[config.mk]
export PLATFORM = sky130hd
export DESIGN_NAME = base64_stream_decoder_unit_flat
export DESIGN_NICKNAME = d
export VERILOG_FILES = /design/src/rtl/core/b64d_pkg.sv /design/src/rtl/core/b64d_if.sv /design/src/rtl/core/base64_stream_decoder_unit.sv /design/src/rtl/core/b64d_front.sv /design/src/rtl/core/b64d_queue.sv /design/src/rtl/core/b64d_back.sv /design/src/flat_wrapper.sv
export SDC_FILE = /design/constraint.sdc
export NUM_CORES = 1
export LEC_CHECK = 0
export ABC_AREA = 1
export BUFFER_PORTS_ARGS = -buffer_cell sky130_fd_sc_hd__buf_2
export CAP_MARGIN = 15
export CORE_ASPECT_RATIO = 0.8
export CORE_MARGIN = 5
export CORE_UTILIZATION = 30
export DETAILED_ROUTE_END_ITERATION = 10
export GPL_ROUTABILITY_DRIVEN = 0
export PLACE_DENSITY_LB_ADDON = 0.15
export SETUP_SLACK_MARGIN = 0.15
export SLEW_MARGIN = 40
export SYNTH_ARGS = -nofsm -noshare
export SYNTH_HDL_FRONTEND = slang
export SYNTH_HIERARCHICAL = 1
export SYNTH_SLANG_ARGS = --single-unit
[constraint.sdc]
create_clock -name clk -period 7.85 [get_ports clk]
set_input_delay 1.1775 -clock clk [delete_from_list [all_inputs] [get_ports clk]]
set_output_delay 1.1775 -clock clk [all_outputs]
set_load 0.05 [all_outputs]
[src/rtl/core/b64d_pkg.sv]
`timescale 1ns / 1ps
// types, constants and the character map shared by the base64 stream decoder
// no dependencies

package b64d_pkg;

  localparam int CharW = 8;
  localparam int SextetW = 6;
  localparam int StoreW = 3 * SextetW;
  localparam int TripleW = 4 * SextetW;

  localparam logic [CharW-1:0] PadChar = 8'h3D;
  localparam logic [CharW-1:0] PlusChar = 8'h2B;
  localparam logic [CharW-1:0] SlashChar = 8'h2F;
  localparam logic [CharW-1:0] UpperFirst = 8'h41;
  localparam logic [CharW-1:0] UpperLast = 8'h5A;
  localparam logic [CharW-1:0] LowerFirst = 8'h61;
  localparam logic [CharW-1:0] LowerLast = 8'h7A;
  localparam logic [CharW-1:0] DigitFirst = 8'h30;
  localparam logic [CharW-1:0] DigitLast = 8'h39;

  localparam logic [SextetW-1:0] PlusSextet = 6'h3E;
  localparam logic [SextetW-1:0] SlashSextet = 6'h3F;
  localparam logic [SextetW-1:0] LowerBase = 6'h1A;
  localparam logic [SextetW-1:0] DigitBase = 6'h34;

  localparam logic [1:0] LastPos = 2'd3;
  localparam logic [1:0] ThirdPos = 2'd2;

  // one unit of work for the back end: up to three bytes of a quad,
  // or a single length error
  typedef struct packed {
    logic [TripleW-1:0] triple;
    logic [1:0]         count;
    logic               eom;
    logic               err;
  } job_t;

  function automatic logic [SextetW-1:0] char_to_sextet(input logic [CharW-1:0] c);
    logic [CharW-1:0] d;
    d = '0;
    if (c >= UpperFirst && c <= UpperLast) begin
      d = c - UpperFirst;
    end else if (c >= LowerFirst && c <= LowerLast) begin
      d = (c - LowerFirst) + {2'b00, LowerBase};
    end else if (c >= DigitFirst && c <= DigitLast) begin
      d = (c - DigitFirst) + {2'b00, DigitBase};
    end else if (c == PlusChar) begin
      d = {2'b00, PlusSextet};
    end else if (c == SlashChar) begin
      d = {2'b00, SlashSextet};
    end
    return d[SextetW-1:0];
  endfunction

endpackage

[src/rtl/core/b64d_if.sv]
`timescale 1ns / 1ps
// valid/ready channel interfaces for encoded characters and decoded bytes
// depends on nothing

interface b64d_char_if;
  logic       valid;
  logic       ready;
  logic [7:0] char_code;
  logic       end_of_message;

  modport source (output valid, output char_code, output end_of_message, input ready);
  modport sink (input valid, input char_code, input end_of_message, output ready);
endinterface

interface b64d_byte_if;
  logic       valid;
  logic       ready;
  logic [7:0] data_byte;
  logic       message_done;
  logic       length_error;
  logic       run_last;

  modport source (output valid, output data_byte, output message_done,
                  output length_error, output run_last, input ready);
  modport sink (input valid, input data_byte, input message_done,
                input length_error, input run_last, output ready);
endinterface

[src/rtl/core/base64_stream_decoder_unit.sv]
`timescale 1ns / 1ps
// top level of the base64 stream decoder
// depends on b64d_pkg, b64d_if, b64d_front, b64d_queue, b64d_back
//
// enc carries one base64 character per transfer with an end-of-message flag.
// dec carries decoded bytes, three per complete quad (fewer on a padded final
// quad), or one error result when a message ends inside a quad.
// run_last marks the last result caused by one character; message_done marks
// the final result of a message.
// the first byte of a quad is registered in the job queue, then in the byte
// sender before it can transfer.
// throughput: one character per cycle while the job queue has room; the back
// end sends one byte per cycle while dec is ready, three bytes per full quad.
// the job queue of QUEUE_DEPTH entries sits between the quad builder and the
// byte sender; enc.ready drops only when that queue is full.
// when dec stalls, the current byte holds and the queue absorbs new quads.
// synchronous reset clears the partial quad, the queue and the byte sender.

module base64_stream_decoder_unit
  import b64d_pkg::*;
#(
  parameter int QUEUE_DEPTH = 4
) (
  input  logic        clk,
  input  logic        rst,
  b64d_char_if.sink   enc,
  b64d_byte_if.source dec
);

  job_t push_job;
  logic push_valid;
  logic push_ready;
  job_t pop_job;
  logic pop_valid;
  logic pop_ready;

  b64d_front u_front (
    .clk        (clk),
    .rst        (rst),
    .enc        (enc),
    .push_job   (push_job),
    .push_valid (push_valid),
    .push_ready (push_ready)
  );

  b64d_queue #(
    .DEPTH (QUEUE_DEPTH)
  ) u_queue (
    .clk        (clk),
    .rst        (rst),
    .push_job   (push_job),
    .push_valid (push_valid),
    .push_ready (push_ready),
    .pop_job    (pop_job),
    .pop_valid  (pop_valid),
    .pop_ready  (pop_ready)
  );

  b64d_back u_back (
    .clk       (clk),
    .rst       (rst),
    .pop_job   (pop_job),
    .pop_valid (pop_valid),
    .pop_ready (pop_ready),
    .dec       (dec)
  );

endmodule

[src/rtl/core/b64d_front.sv]
`timescale 1ns / 1ps
// front end: takes characters, maps them to sextets, builds quads and
// pushes byte jobs; depends on b64d_pkg and b64d_char_if

module b64d_front
  import b64d_pkg::*;
(
  input  logic       clk,
  input  logic       rst,
  b64d_char_if.sink  enc,
  output job_t       push_job,
  output logic       push_valid,
  input  logic       push_ready
);

  logic [StoreW-1:0]  store;
  logic [1:0]         pos;
  logic               third_pad;
  logic [SextetW-1:0] sx;
  logic               is_pad;
  logic               accept;
  logic               quad_end;
  logic [1:0]         count;

  assign sx = char_to_sextet(enc.char_code);
  assign is_pad = (enc.char_code == PadChar);
  assign enc.ready = push_ready;
  assign accept = enc.valid && enc.ready;
  assign quad_end = (pos == LastPos);

  // padding only trims the final quad
  always_comb begin
    count = 2'd3;
    if (enc.end_of_message && is_pad) count = count - 2'd1;
    if (enc.end_of_message && third_pad) count = count - 2'd1;
  end

  always_comb begin
    push_valid = accept && (quad_end || enc.end_of_message);
    if (quad_end) begin
      push_job.triple = {store, sx};
      push_job.count = count;
      push_job.eom = enc.end_of_message;
      push_job.err = 1'b0;
    end else begin
      push_job.triple = '0;
      push_job.count = 2'd1;
      push_job.eom = 1'b1;
      push_job.err = 1'b1;
    end
  end

  always_ff @(posedge clk) begin
    if (rst) begin
      store <= '0;
      pos <= '0;
      third_pad <= 1'b0;
    end else if (accept) begin
      if (quad_end || enc.end_of_message) begin
        store <= '0;
        pos <= '0;
        third_pad <= 1'b0;
      end else begin
        store <= {store[StoreW-SextetW-1:0], sx};
        if (pos == ThirdPos) third_pad <= is_pad;
        pos <= pos + 2'd1;
      end
    end
  end

endmodule

[src/rtl/core/b64d_queue.sv]
`timescale 1ns / 1ps
// small job queue between front and back end
// depends on b64d_pkg

module b64d_queue
  import b64d_pkg::*;
#(
  parameter int DEPTH = 4
) (
  input  logic clk,
  input  logic rst,
  input  job_t push_job,
  input  logic push_valid,
  output logic push_ready,
  output job_t pop_job,
  output logic pop_valid,
  input  logic pop_ready
);

  localparam int PtrW = (DEPTH > 1) ? $clog2(DEPTH) : 1;
  localparam int CntW = $clog2(DEPTH + 1);
  localparam logic [PtrW-1:0] PtrMax = PtrW'(DEPTH - 1);
  localparam logic [CntW-1:0] CntFull = CntW'(DEPTH);

  job_t            slots [DEPTH];
  logic [PtrW-1:0] wr_ptr;
  logic [PtrW-1:0] rd_ptr;
  logic [CntW-1:0] fill;
  logic            do_push;
  logic            do_pop;

  assign push_ready = (fill != CntFull);
  assign pop_valid = (fill != '0);
  assign pop_job = slots[rd_ptr];
  assign do_push = push_valid && push_ready;
  assign do_pop = pop_valid && pop_ready;

  always_ff @(posedge clk) begin
    if (do_push) slots[wr_ptr] <= push_job;
  end

  always_ff @(posedge clk) begin
    if (rst) begin
      wr_ptr <= '0;
      rd_ptr <= '0;
      fill <= '0;
    end else begin
      if (do_push) wr_ptr <= (wr_ptr == PtrMax) ? '0 : wr_ptr + 1'b1;
      if (do_pop) rd_ptr <= (rd_ptr == PtrMax) ? '0 : rd_ptr + 1'b1;
      if (do_push && !do_pop) begin
        fill <= fill + 1'b1;
      end else if (do_pop && !do_push) begin
        fill <= fill - 1'b1;
      end
    end
  end

endmodule

[src/rtl/core/b64d_back.sv]
`timescale 1ns / 1ps
// back end: holds one job and sends its bytes one transfer at a time
// depends on b64d_pkg and b64d_byte_if

module b64d_back
  import b64d_pkg::*;
(
  input  logic      clk,
  input  logic      rst,
  input  job_t      pop_job,
  input  logic      pop_valid,
  output logic      pop_ready,
  b64d_byte_if.source dec
);

  job_t       cur;
  logic       busy;
  logic [1:0] idx;
  logic       last;
  logic       out_accept;

  assign last = (idx == cur.count - 2'd1);
  assign out_accept = dec.valid && dec.ready;
  // refill when empty or when the final byte of the job leaves
  assign pop_ready = !busy || (out_accept && last);

  always_comb begin
    unique case (idx)
      2'd0: dec.data_byte = cur.triple[23:16];
      2'd1: dec.data_byte = cur.triple[15:8];
      default: dec.data_byte = cur.triple[7:0];
    endcase
  end

  assign dec.valid = busy;
  assign dec.message_done = cur.eom && last;
  assign dec.length_error = cur.err;
  assign dec.run_last = last;

  always_ff @(posedge clk) begin
    if (pop_valid && pop_ready) cur <= pop_job;
  end

  always_ff @(posedge clk) begin
    if (rst) begin
      busy <= 1'b0;
      idx <= '0;
    end else if (pop_ready) begin
      busy <= pop_valid;
      idx <= '0;
    end else if (out_accept) begin
      idx <= idx + 2'd1;
    end
  end

endmodule

[src/flat_wrapper.sv]
// flat-port wrapper written by rule: the top's interface ports become plain ports
module base64_stream_decoder_unit_flat import b64d_pkg::*;
#(
  parameter int QUEUE_DEPTH = 4
)
  (clk, rst, enc_valid, enc_char_code, enc_end_of_message, enc_ready, dec_valid, dec_data_byte, dec_message_done, dec_length_error, dec_run_last, dec_ready);
  b64d_char_if enc_i ();
  b64d_byte_if dec_i ();
  input  logic clk;
  input  logic rst;
  input wire logic [$bits(enc_i.valid)-1:0] enc_valid;
  input wire logic [$bits(enc_i.char_code)-1:0] enc_char_code;
  input wire logic [$bits(enc_i.end_of_message)-1:0] enc_end_of_message;
  output wire logic [$bits(enc_i.ready)-1:0] enc_ready;
  output wire logic [$bits(dec_i.valid)-1:0] dec_valid;
  output wire logic [$bits(dec_i.data_byte)-1:0] dec_data_byte;
  output wire logic [$bits(dec_i.message_done)-1:0] dec_message_done;
  output wire logic [$bits(dec_i.length_error)-1:0] dec_length_error;
  output wire logic [$bits(dec_i.run_last)-1:0] dec_run_last;
  input wire logic [$bits(dec_i.ready)-1:0] dec_ready;
  assign enc_i.valid = enc_valid;
  assign enc_i.char_code = enc_char_code;
  assign enc_i.end_of_message = enc_end_of_message;
  assign enc_ready = enc_i.ready;
  assign dec_valid = dec_i.valid;
  assign dec_data_byte = dec_i.data_byte;
  assign dec_message_done = dec_i.message_done;
  assign dec_length_error = dec_i.length_error;
  assign dec_run_last = dec_i.run_last;
  assign dec_i.ready = dec_ready;
  base64_stream_decoder_unit #(.QUEUE_DEPTH(QUEUE_DEPTH)) u_core (.clk(clk), .rst(rst), .enc(enc_i), .dec(dec_i));
endmodule
# Word-level counts from Yosys, hierarchy flattened
# Memory sizes are Yosys's and may differ from the RTL's. A register that Yosys moved wholly into a read port is not among the register bits.
# Cells that the tools add are included.
[totals]
ff_bits = 31
ramBits = 112
inputBits = 13
output_inout_bits = 13
n_memories = 1
[mem_list]
columns = ["memory", "words", "word_bits", "rd", "rd_clocked_by_memory_dff", "write_ports", "line_no", "text"]
rows = [
  ["u_core.u_queue.slots", 4, 28, 1, 1, 1, "b64d_queue.sv:25", "job_t slots [DEPTH];"],
]
[classes]
n_addsub = 13
order_cmp = 6
n_eq_ne = 10
muxes = 19
reduce_logical = 25
[op_table]
columns = ["op", "n"]
rows = [
  ["6-bit 2-to-1 mux", 5],
  ["28-bit 2-to-1 mux", 1],
  ["8-bit by 6-bit == test with 1-bit output, second input constant", 3],
  ["18-bit 2-to-1 mux", 1],
  ["8-bit by 7-bit >= comparator with 1-bit output, second input constant", 2],
  ["8-bit by 7-bit <= comparator with 1-bit output, second input constant", 2],
  ["8-bit one-hot mux with 2 select lines", 1],
  ["1-bit logical AND", 14],
  ["6-bit subtractor, second input constant", 2],
  ["2-bit by 1-bit adder with 2-bit output, second input constant", 4],
  ["2-bit == test, second input constant", 4],
  ["8-bit by 6-bit >= comparator with 1-bit output, second input constant", 1],
  ["8-bit by 6-bit <= comparator with 1-bit output, second input constant", 1],
  ["2-bit 2-to-1 mux", 4],
  ["6-bit by 5-bit adder with 6-bit output, second input constant", 1],
  ["6-bit adder, second input constant", 1],
  ["3-bit 2-to-1 mux", 2],
  ["6-bit by 1-bit subtractor with 6-bit output, second input constant", 1],
  ["1-bit 2-to-1 mux", 5],
  ["2-bit nonzero test", 2],
  ["2-bit by 1-bit subtractor with 2-bit output, second input constant", 2],
  ["3-bit by 1-bit adder with 3-bit output, second input constant", 1],
  ["1-bit logical NOT", 3],
  ["3-bit != test, second input constant", 1],
  ["8 further kinds", 9],
]

# Logic depth before layout (Yosys ltp)
[logic_depth]
ltp_word = 8
mapped_depth = 16
depth_no_buf = 16

# Hierarchy
# Netlist, hierarchy kept.
[modules_own_cells]
columns = ["module", "instances", "cells_per_inst", "area_per_inst_um2", "seq_area_each_um2"]
rows = [
  ["b64d_queue", 1, 340, 4649.5, 3543.4],
  ["b64d_front", 1, 262, 1567.8, 420.4],
  ["b64d_back", 1, 90, 1216.2, 900.9],
]

# Least setup slack after synthesis
# No wires, ideal clock.
[synth_timing]
kind = "input -> register"
startpoint = "input enc_valid"
endpoint = "memory u_core/u_queue/slots[0][0] in the netlist's numbering (enable)"
setup_ps = 413
t_arrival_ps = 2916
t_required_ps = 7437
path_slack_ps = 4521
stages = 4
path_buffers = 0
path_cell_list = "nand2_1 > nor2_1 > nand2_1 > nor2_1"
[synth_via]
elab_chain_cells = 5
[synth_rtl]
columns = ["item", "line_no", "text"]
rows = [
  ["from (decl)", "flat_wrapper.sv:11", "input wire logic [$bits(enc_i.valid)-1:0] enc_valid;"],
  ["1-bit logical AND", "b64d_front.sv:28", "assign accept = enc.valid && enc.ready;"],
  ["1-bit logical AND", "b64d_front.sv:39", "push_valid = accept && (quad_end || enc.end_of_message);"],
  ["net u_core.push_valid", "base64_stream_decoder_unit.sv:31", "logic push_valid;"],
  ["1-bit logical AND", "b64d_queue.sv:35", "assign do_push = push_valid && push_ready;"],
  ["1-bit 2-to-1 mux", "b64d_queue.sv:39", "if (do_push) slots[wr_ptr] <= push_job;"],
  ["1-bit 2-to-1 mux (not written as such)", "b64d_queue.sv:39", ""],
  ["to (decl)", "b64d_queue.sv:25", ""],
]
# The timed path passes the listed nets, and every way through them passes these cells.

# Worst setup path after layout
[layout_timing]
startpoint = "register u_core.u_back.idx[0]"
endpoint = "output dec_data_byte[1]"
[layout_via]
elab_chain_cells = 2
elab_cells_between_ends = 3
cone_classes = "1 x eq/ne; 1 x mux; 1 x reduce/logical"
[layout_rtl]
columns = ["item", "line_no", "text"]
rows = [
  ["from (decl)", "b64d_back.sv:18", "logic [1:0] idx;"],
  ["from (signal assigned)", "b64d_back.sv:52", "idx <= idx + 2'd1;"],
  ["2-bit by 1-bit == test with 1-bit output or 2-bit logical NOT (tied branches)", "b64d_back.sv:28", "unique case (idx)"],
  ["8-bit one-hot mux with 2 select lines (*)", "b64d_back.sv:28", ""],
  ["to (decl)", "flat_wrapper.sv:16", "output wire logic [$bits(dec_i.data_byte)-1:0] dec_data_byte;"],
]
# Mark *: on every way between the ends. The rest lies on a longest branch, timed or not.

==> impl_metrics.json <==
{
  "synth.distinct_cells": 32,
  "intPower_uw": 1814,
  "cp.required_ps": 6670,
  "fin_util_pct": 34.64,
  "design.final.nets": 750,
  "clock_insertion_delay_worst_skew_ps": 420,
  "routed_via_density": 4.673,
  "multi_input_logic_area_sq_mm": 0.002182,
  "yosysWarningCount": 6,
  "max_slew_margin_pct": 47.79,
  "start_util_pct": 30.49,
  "nFillCells": 2416,
  "ctsLongestPathBuffers": 2,
  "cts_setup_buffers": 0,
  "post-place-ws_ps": 4192,
  "postSynthAreaPerCell_sq_um": 10.74,
  "combinationalPowerShare_pct": 26.2,
  "critPathCaptureType": "primary output",
  "synth_sequential_area_ratio_pct": 65.44,
  "routed_wire_length_per_instance_um": 16.04,
  "final_critical_path_setup_slack_ps": 4359,
  "synthesis.area_sq_mm": 0.007433,
  "numCtsBuffers": 17,
  "synth.area.top_cells": "edfxtp_1 (57%), dfxtp_1 (8.9%), nand2_1 (6.7%)",
  "type_of_origin_of_the_critical_path": "register",
  "drt_iter0_markers": 262,
  "core.rowCount": 51,
  "synthArstFlopShare_pct": 0,
  "cts_hold_buffers": 0,
  "wire_length_after_detailed_routing_um": 16800,
  "remaining_drc_errors": 0,
  "synth.net_count": 726,
  "timing_worst_slew_pin_value_ps": 781.3,
  "max_freq_mhz": 286.5,
  "power_leakage_uw": 0.003194,
  "synth_most_common_cell": "edfxtp_1",
  "num_antenna_cells": 0,
  "gr-total-overflow": 0,
  "cp.arrival_ps": 2310,
  "grt_max_degree": 58,
  "fin_skew_ps": 7.825,
  "setup_viol_count_final": 0,
  "p_sw_share_pct": 33.86,
  "switchingPower_uw": 928.6,
  "sequentialPowerShare_pct": 44.1,
  "first_pass_iters": 5,
  "ys_ff_latch": 173,
  "clock_tree.htree_level_count": 4,
  "die_h_um": 150.8,
  "cts_root_buffer": "clkbuf_16",
  "final_antenna_net_count": 0,
  "final_layout_size_suffix_gt1_share_pct": 11.52,
  "finalHoldViolCount": 0,
  "yosys_most_used_dff": "edfxtp_1",
  "path_type_of_the_worst_min_delay_path": "reg2reg",
  "io_pins": 26,
  "fin_crit_ps": 3491,
  "path_max_fanout": 9,
  "power_density_relative_to_cell_area_mw_per_mm2": 324.8,
  "fp.coreArea_sq_mm": 0.02438,
  "max-vdd-ir-drop_mv": 0.1599,
  "list_of_most_frequent_post_synthesis_cells": "edfxtp_1 (140), nand2_1 (133), nor2_1 (89)",
  "synthesis.instances": 692,
  "final.period_utilization_pct": 44.47,
  "run_status": "finished, final reports clean",
  "number_of_global_route_vias_before_repair": 4842,
  "grt_first_pass_wirelength_um": 27200,
  "die_w_um": 186.0,
  "fp.dieArea_sq_mm": 0.02805,
  "synthDominantCellAreaShare_pct": 56.56,
  "grt.total_usage_pct": 12.75,
  "grt_setup_unrepaired": "false",
  "dp_hpwl_um": 10570,
  "worstSetupPathType": "reg2out",
  "area.sequential_sq_mm": 0.004865,
  "initial_antenna_violation_count": 1,
  "tritoncts": "yes",
  "flow.area_growth_from_synthesis_pct": 13.58,
  "final_max_slew_viol_count": 0,
  "place.port_buffers": 25,
  "postCtsResizedCells": 0,
  "routed-via-count": 4893,
  "final.setup.tns_ps": 0,
  "yosysTopAreaCell": "edfxtp_1",
  "clock_power_share_pct": 29.6,
  "numClockSinks": 173,
  "synth_edf_count": 140,
  "timing.max_cap.violations": 0,
  "cts.reportedPaths.clkPinSlew_ps": 60
}
per-stage QoR:
| stage | hold slack, ps | power (uW) | cell area [sq um] | cells |
|---|---|---|---|---|
| 2_1_floorplan | 445.6 | 1763 | 7433 | 692 |
| 3_3_place_gp | 457.3 | 1947 | 7866 | 1015 |
| 3_5_place_dp | 460.5 | 1964 | 7870 | 1015 |
| 4_1_cts | 470.1 | 2784 | 8443 | 1047 |
| 5_1_grt | 501.4 | 2906 | 8443 | 1047 |
| 6_report | 469.3 | 2742 | 8443 | 1047 |
power groups by stage:
| stage | sequential, uW | clock [uW] | combinational, uW |
|---|---|---|---|
| 5_1_grt | 1220 | 875 | 806 |
| 4_1_cts | 1210 | 836 | 736 |
| 2_1_floorplan | 1240 | 0 | 526 |
| 3_5_place_dp | 1230 | 0 | 733 |
| 3_3_place_gp | 1230 | 0 | 719 |
| 6_report | 1210 | 812 | 720 |
area by class of cell:
class / instances / area share (%)
timing repair buffer: 33 / 2.193
clock buffer: 19 / 5.127
multi-input combinational: 428 / 25.84
tap: 318 / 4.713
sequential: 173 / 57.62
inverter: 63 / 2.845
clock inverter: 13 / 1.660
state kept, by name, summed over array words and instances, names as in the netlist, named ones only:
signal                          flops
u_core/u_back/cur                  27
u_core/u_back/dec.length_error      1
u_core/u_back/dec.valid             1
u_core/u_back/idx                   2
u_core/u_front/pos                  2
u_core/u_front/store               18
u_core/u_front/third_pad            1
u_core/u_queue/fill                 3
u_core/u_queue/rd_ptr               2
u_core/u_queue/slots              112
u_core/u_queue/wr_ptr               2
metal layers:
layer | track usage, % | part of all wire (%) | vias to the layer above
li1 | - | - | 2424
met1 | 17.68 | 49 | 2388
met2 | 20.15 | 46 | 64
met3 | 3.025 | 2.9 | 15
met4 | 3.460 | 1.4 | 2
met5 | 0 | 0.065 | -
layout by cell type (no fill, tap or decap), types with 2 or more instances in the layout:
cell / synthesis / final
o22ai_1: 28 / 28
clkinvlp_4: 0 / 3
nand3_1: 28 / 28
nor2_2: 1 / 5
nand4_1: 2 / 2
buf_4: 2 / 8
clkinv_1: 3 / 3
bufinv_16: 0 / 2
clkinv_2: 0 / 3
buf_2: 5 / 25
a22oi_1: 8 / 8
nor2_1: 89 / 85
ha_1: 20 / 20
nand3b_1: 2 / 2
o21ai_0: 52 / 52
inv_6: 0 / 4
nand2_1: 133 / 133
dfxtp_1: 33 / 33
clkbuf_16: 0 / 17
o21ai_1: 15 / 15
edfxtp_1: 140 / 140
nand3_2: 3 / 3
inv_2: 3 / 2
nand2_2: 5 / 5
xor2_1: 7 / 7
a21oi_1: 27 / 27
inv_1: 57 / 57
clkbuf_1: 15 / 2
cell families (layout without fill, tap and decap cells):
kind of cell / after synthesis / in the layout / share of synthesized area, %
and+or+nand+nor: 267 / 267 / 14.90
DFF: 173 / 173 / 65.44
AOI/OAI and AO/OA: 133 / 133 / 9.813
buffers and inverters: 91 / 128 / 5.386
adders and majority gates: 21 / 21 / 3.636
xor gates and xnor gates: 7 / 7 / 0.8248
path summary, 6_finish.rpt:
path	end	slack, ps	cells after the start	startpoint
worst max-delay path	dec_data_byte[1]	4360	6	u_core/u_back/idx[0]$_SDFFE_PP0N_
worst min-delay path	u_core/u_front/store[14]$_SDFFE_PP0P_	470	2	u_core/u_front/store[14]$_SDFFE_PP0P_
worst max register to register	u_core/u_queue/fill[1]$_SDFFE_PP0P_	4750	11	u_core/u_queue/fill[0]$_SDFFE_PP0P_
worst min register to register	u_core/u_front/store[14]$_SDFFE_PP0P_	470	2	u_core/u_front/store[14]$_SDFFE_PP0P_
critical path, stage by stage (launching register included):
cell     delay [ps]
dfxtp_1         380
inv_1            70
ha_1            450
nor2_4          420
a22oi_1         170
nand2_1         130
buf_2           270
Power figures use the tool's default switching activity.
